File: config.mk
export PLATFORM = sky130hd
export DESIGN_NAME = utf8_stream_validator
export DESIGN_NICKNAME = d
export VERILOG_FILES = /design/src/rtl/u8v_pkg.sv /design/src/rtl/utf8_stream_validator.sv /design/src/rtl/u8v_step.sv
export SDC_FILE = /design/constraint.sdc
export NUM_CORES = 1
export LEC_CHECK = 0
export ABC_AREA = 1
export BUFFER_PORTS_ARGS = -buffer_cell sky130_fd_sc_hd__buf_2
export CAP_MARGIN = 0
export CELL_PAD_IN_SITES_DETAIL_PLACEMENT = 0
export CELL_PAD_IN_SITES_GLOBAL_PLACEMENT = 1
export CORE_AREA = 2 2 40 42
export CTS_CLUSTER_SIZE = 30
export DETAILED_ROUTE_END_ITERATION = 8
export DIE_AREA = 0 0 42 44
export GPL_ROUTABILITY_DRIVEN = 0
export PLACE_DENSITY = 0.78
export SYNTH_ARGS = -nofsm -noshare
export SYNTH_HDL_FRONTEND = slang
export SYNTH_HIERARCHICAL = 1
export SYNTH_SLANG_ARGS = --single-unit
File: constraint.sdc
create_clock -name i_clk -period 2.3 [get_ports i_clk]
set_clock_uncertainty 0.2 [all_clocks]
set_input_delay 0.23 -clock i_clk [delete_from_list [all_inputs] [get_ports i_clk]]
set_output_delay 0.23 -clock i_clk [all_outputs]
set_load 0.02 [all_outputs]
File: src/rtl/u8v_pkg.sv
// ----------------------------------------------------------------------------
// u8v_pkg
// Shared types and byte-class constants for the UTF-8 stream validator.
// ----------------------------------------------------------------------------
package u8v_pkg;

    localparam logic [7:0] BYTE_END       = 8'h00;
    localparam logic [7:0] CONT_MASK      = 8'hC0;
    localparam logic [7:0] CONT_CODE      = 8'h80;
    localparam logic [7:0] ASCII_LIMIT    = 8'h80;
    localparam logic [7:0] LEAD2_MASK     = 8'hE0;
    localparam logic [7:0] LEAD2_CODE     = 8'hC0;
    localparam logic [7:0] LEAD2_MIN      = 8'hC2;
    localparam logic [7:0] LEAD3_MASK     = 8'hF0;
    localparam logic [7:0] LEAD3_CODE     = 8'hE0;
    localparam logic [7:0] LEAD4_MASK     = 8'hF8;
    localparam logic [7:0] LEAD4_CODE     = 8'hF0;
    localparam logic [7:0] LEAD4_MAX      = 8'hF4;

    localparam logic [1:0] OWED_NONE      = 2'd0;
    localparam logic [1:0] OWED_ONE       = 2'd1;
    localparam logic [1:0] OWED_TWO       = 2'd2;
    localparam logic [1:0] OWED_THREE     = 2'd3;

    typedef struct packed {
        logic [1:0] owed;
        logic       err;
    } t_state;

    typedef struct packed {
        logic emit;
        logic verdict;
    } t_result;

endpackage

File: src/rtl/utf8_stream_validator.sv
// ----------------------------------------------------------------------------
// utf8_stream_validator
// Checks zero-terminated byte strings against the UTF-8 lead/continuation
// grammar and returns one verdict per string.
// ----------------------------------------------------------------------------
// One byte is taken per beat, every cycle while the output register is free or
// draining. Non-zero bytes only update the owed-continuation count and the
// sticky error flag; a zero byte ends the string and loads a verdict into the
// output register, with the state cleared for the next string. The validator
// takes one byte per cycle; the input stalls only while a verdict waits in the
// output register.
// ----------------------------------------------------------------------------
module utf8_stream_validator
    import u8v_pkg::*;
(
    input  logic       i_clk,
    input  logic       i_rst_n,
    input  logic       i_valid,
    output logic       o_stall,
    input  logic [7:0] i_data_byte,
    output logic       o_valid,
    input  logic       i_stall,
    output logic       o_string_valid
);

    t_state  r_state;
    t_state  n_state;
    t_result w_result;
    logic    r_valid;
    logic    r_verdict;
    logic    w_accept;

    u8v_step u_step (
        .i_data_byte (i_data_byte),
        .i_state     (r_state),
        .o_state     (n_state),
        .o_result    (w_result)
    );

    assign o_stall        = r_valid && i_stall;
    assign w_accept       = i_valid && !o_stall;
    assign o_valid        = r_valid;
    assign o_string_valid = r_verdict;

    always_ff @(posedge i_clk) begin
        if (!i_rst_n) begin
            r_state <= '0;
            r_valid <= 1'b0;
        end else begin
            if (w_accept) begin
                r_state <= n_state;
            end
            if (w_accept && w_result.emit) begin
                r_valid <= 1'b1;
            end else if (!i_stall) begin
                r_valid <= 1'b0;
            end
        end
    end

    always_ff @(posedge i_clk) begin
        if (w_accept && w_result.emit) begin
            r_verdict <= w_result.verdict;
        end
    end

    a_err_no_owed: assert property (@(posedge i_clk) disable iff (!i_rst_n)
        r_state.err |-> (r_state.owed == OWED_NONE))
        else $error("error flag set with continuations owed");

    a_end_clears: assert property (@(posedge i_clk) disable iff (!i_rst_n)
        (w_accept && i_data_byte == BYTE_END) |=>
            (r_valid && r_state.owed == OWED_NONE && !r_state.err))
        else $error("end byte did not post verdict and clear state");

    a_hold_verdict: assert property (@(posedge i_clk) disable iff (!i_rst_n)
        (r_valid && i_stall) |=> (r_valid && $stable(r_verdict)))
        else $error("stalled verdict lost or changed");

    a_no_accept_full: assert property (@(posedge i_clk) disable iff (!i_rst_n)
        (r_valid && i_stall) |-> !w_accept)
        else $error("byte accepted while verdict blocked");

endmodule

File: src/rtl/u8v_step.sv
// ----------------------------------------------------------------------------
// u8v_step
// Next-state and verdict logic for one byte of the UTF-8 grammar check.
// ----------------------------------------------------------------------------
module u8v_step
    import u8v_pkg::*;
(
    input  logic [7:0] i_data_byte,
    input  t_state     i_state,
    output t_state     o_state,
    output t_result    o_result
);

    always_comb begin
        o_state          = i_state;
        o_result.emit    = 1'b0;
        o_result.verdict = 1'b0;
        if (i_data_byte == BYTE_END) begin
            o_result.emit    = 1'b1;
            o_result.verdict = !i_state.err && (i_state.owed == OWED_NONE);
            o_state.owed     = OWED_NONE;
            o_state.err      = 1'b0;
        end else if (i_state.err) begin
            o_state = i_state;
        end else if (i_state.owed != OWED_NONE) begin
            if ((i_data_byte & CONT_MASK) == CONT_CODE) begin
                o_state.owed = i_state.owed - 2'd1;
            end else begin
                o_state.err  = 1'b1;
                o_state.owed = OWED_NONE;
            end
        end else if (i_data_byte < ASCII_LIMIT) begin
            o_state = i_state;
        end else if ((i_data_byte & LEAD2_MASK) == LEAD2_CODE) begin
            if (i_data_byte < LEAD2_MIN) begin
                o_state.err = 1'b1;
            end else begin
                o_state.owed = OWED_ONE;
            end
        end else if ((i_data_byte & LEAD3_MASK) == LEAD3_CODE) begin
            o_state.owed = OWED_TWO;
        end else if ((i_data_byte & LEAD4_MASK) == LEAD4_CODE) begin
            if (i_data_byte > LEAD4_MAX) begin
                o_state.err = 1'b1;
            end else begin
                o_state.owed = OWED_THREE;
            end
        end else begin
            o_state.err = 1'b1;
        end
    end

endmodule
Word level (Yosys, flattened, before mapping)
Index checks and enable logic that the tools add are counted.
{"block": "op_classes", "n_addsub": 1, "n_lt_le_gt_ge": 3, "n_eq_ne": 9, "mux": 18, "reduce_logical": 11}
{"cell": "$lt A8 B8 Y1 const B", "n": 2}
{"cell": "$mux W3", "n": 5}
{"cell": "$mux W2", "n": 6}
{"cell": "$gt A8 B8 Y1 const B", "n": 1}
{"cell": "$logic_not A8 Y1", "n": 1}
{"cell": "$mux W1", "n": 7}
{"cell": "$reduce_and A6 Y1", "n": 1}
{"cell": "$eq A5 B5 Y1 const B", "n": 1}
{"cell": "$ne A5 B1 Y1 const B", "n": 1}
{"cell": "$reduce_bool A5 Y1", "n": 1}
{"cell": "$eq A4 B4 Y1 const B", "n": 1}
{"cell": "$logic_and A1 B1 Y1", "n": 4}
{"cell": "$ne A2 B1 Y1 const B", "n": 2}
{"cell": "$ne A4 B2 Y1 const B", "n": 1}
{"cell": "$eq A3 B3 Y1 const B", "n": 1}
{"cell": "$ne A3 B1 Y1 const B", "n": 1}
{"cell": "$eq A2 B2 Y1 const B", "n": 1}
{"cell": "$logic_not A1 Y1", "n": 2}
{"cell": "$logic_not A2 Y1", "n": 1}
{"cell": "$reduce_bool A2 Y1", "n": 1}
{"cell": "$sub A2 B1 Y2 const B", "n": 1}
{"block": "word_totals", "ff_bits": 5, "inputBits": 12}

Longest topological paths before layout
{"block": "depth", "ltp_word": 9, "ltp_mapped": 13, "ltp_nobuf": 13}

By module
Netlist, hierarchy kept.
{"mod": "u8v_step", "n_inst": 1, "cells_each": 49, "area_each_um2": 235.2}
{"mod": "utf8_stream_validator", "n_inst": 1, "cells_each": 28, "area_each_um2": 212.7}

Worst setup path after synthesis
OpenSTA, ideal clock, no wires.
{"block": "synth_path", "path_kind": "register to register", "startpoint": "register r_state[1] (netlist bit)", "endpoint": "register r_state[2] (netlist bit)", "setup_time_ns": 0.064, "arrival_time_ns": 1.190, "setup_slack_ns": 0.846, "path_stages_with_launch": 10, "n_path_buf": 0, "path_cell_list": "dfxtp_1 > inv_1 > ha_1 > o21ai_0 > nand2_1 > a21oi_1 > inv_1 > nand3_1 > nand2_1 > nor2_1"}
{"item": "start, declared", "line_no": "utf8_stream_validator.sv:26", "text": "t_state r_state;"}
{"item": "start signal, assigned", "line_no": "utf8_stream_validator.sv:51", "text": "r_state <= n_state;"}

==> metrics.yaml <==
finalPower_uw: 281
min_path_cells: 3
max_freq_mhz: 636
post-route-min-period_ns: 1.57
synth_common_cells: "inv_1 (16), nand2_1 (16), nor2_1 (11), a21oi_1 (7), o21ai_0 (5)"
worst-slew-pin-transition_ns: 0.222
drv_slew: 0
syn-num-nets: 90
met1_usage: 0.133
worstPathRequired_ns: 2.28
netlist_area_sq_um: 448
met2_usage: 0.253
crit_cells: 9
yosysUniqueCellTypes: 19
ioPinCount: 15
cp_num_buf_inv: 2
io_buffers: 14
setup_viol: 0
gr-max-usage-layer: "met2"
fill_cells: 159
crit_family: "flip-flops"
synthArstFlopShare: 0
htreeDepth: 1
antenna_left: 0
grt_start_max_net_pins: 9
cts_tree: "yes"
critPathKind: "reg2reg"
diodes: 0
layoutNonFillerInstCount: 111
ys_seq_area_frac: 0.246
synthCells: 77
finalHoldViolCount: 0
pre_cts_ws_ns: 0.690
syn_avg_cell_area_sq_um: 5.82
via_count: 514
vias_per_cell: 4.63
synth-edff-count: 1
cts_sinks: 5
dp_hpwl_um: 793
reg2reg_from: "r_state[1]"
crit_fanout: 4
synth_area_leaders: "dfxtp_1 (18%), inv_1 (13%), nand2_1 (13%)"
cap_violations: 0
yosys_most_used_dff: "dfxtp_1"
wl_um: 1000
post-route-period-util: 0.684
leakage_uw: 0.000293
path_cells: "inv_1 > ha_1 > o21ai_0 > nand2_1 > a21oi_1 > inv_1 > nand3_1 > nand2_1 > nor2_1"
grt_pass1_vias: 497
holdWs_ns: 0.0265
cts_hold_buf: 0
fp.dieW_um: 42
ir_worst_vdd_mv: 0.243
slew_headroom: 0.850
overflow: 0
cp-startpoint: "r_state[1]"
fp.dieArea_sq_mm: 0.00185
cp_slowest_cell: "dfxtp_1"
drive_gt1_frac: 0.253
drt-initial-drc-count: 8
initial_core_util: 0.316
nNetsFinal: 109
crit_path_start_kind: "register"
slowest_delay_ns: 0.34
worst_slack_ns: 0.728
core_area_sq_mm: 0.00142
detail_route.first_pass.iterations: 4
post_drt_wl_per_cell_um: 9.03
synth_top_area_frac: 0.179
clockBufferDepth: 2
hold_start: "i_rst_n"
cp-end-kind: "register"
ys_seq_elements: 5
grt_antenna_before_repair: 0
area_growth_pct: 26.0
cts_buffers: 3
yosys_warnings: 6
fp-row-count: 14
r2r_cells: 9
met3_usage: 0.0750
power_density_mw_per_mm2: 498
grt_pass1_wl_um: 1860
die_y_um: 44
cts_resized: 0
rsz0062_at_grt: "no"
drc: 0
clkTransAtPathRegs_ns: 0.05
synth_area_leader_cell: "dfxtp_1"
setup-tns-final_ns: 0
cts-root-buf: "clkbuf_4"
cp.arrival_ns: 1.56
post-cts-setup-buffers: 0
track_usage: 0.137
status: "complete, no violations"
min_path_type: "in2reg"
insertion_delay_ns: 0.25
dp.cells: 107
-- power breakdown --
group          total (uW)  switching [uW]  leakage [uW]  internal [uW]
Sequential           99.4            4.89     0.0000399           94.5
Combinational        76.8            44.5      0.000238           32.3
Clock                 105            39.2     0.0000150           65.8
Total                 281            88.6      0.000293            193
-- kinds of logic (layout without fill, tap and decap cells) --
| kind of cell | after synthesis | in the layout | share of synthesized area |
|---|---|---|---|
| flops | 5 | 5 | 0.246 |
| fa+ha+maj | 1 | 1 | 0.0279 |
| buf+inv | 17 | 35 | 0.142 |
| compound gates | 15 | 15 | 0.187 |
| simple gates | 39 | 39 | 0.397 |
-- registers in the layout (all words and copies together) (netlist names) --
register and count:
o_valid 1, o_string_valid 1, r_state 3
-- metrics by stage --
| stage | cell area (sq um) | utilization |
|---|---|---|
| finish | 564 | 0.398 |
| detailed placement | 538 | 0.379 |
| CTS | 564 | 0.398 |
| global route | 564 | 0.398 |
| global placement | 538 | 0.379 |
| floorplan | 448 | - |
-- worst reg2reg max path, cell delays in order, from the launching register on --
cell and delay (ns):
dfxtp_1 0.34, inv_1 0.08, ha_1 0.29, o21ai_0 0.15, nand2_1 0.09, a21oi_1 0.13, inv_1 0.05, nand3_1 0.07
nand2_1 0.05, nor2_1 0.07
-- layer usage --
| layer | vias up | wire, um |
|---|---|---|
| met5 | - | 0 |
| met4 | 0 | 0 |
| met3 | 0 | 46 |
| met2 | 12 | 515 |
| met1 | 221 | 441 |
| li1 | 281 | - |
-- cell usage in the layout, fill, tap and decap left out, types with 2 or more instances in the layout --
cell	synthesis	routed
nand2_1	16	16
buf_2	0	14
nand3_1	4	4
clkbuf_4	0	3
nor3_1	2	2
nor2_1	11	11
inv_1	16	16
dfxtp_1	4	4
o21ai_0	5	5
a21oi_1	7	7
nand3_2	2	2
-- final timing paths --
kind	slack, ns	end
setup / recovery	0.73	r_state[2]
hold / removal	0.03	o_valid
setup reg to reg	0.73	r_state[2]
hold reg to reg	0.30	r_state[1]
-- area by class of cell --
type | instances | area [sq um] | area share
sequential | 5 | 110 | 0.195
multi-input combinational | 55 | 274 | 0.486
inverter | 17 | 63.8 | 0.113
clock buffer | 4 | 26.3 | 0.0466
timing repair buffer | 14 | 70.1 | 0.124
tap | 16 | 20.0 | 0.0355
Note: power is estimated with default switching activity, not from simulation.
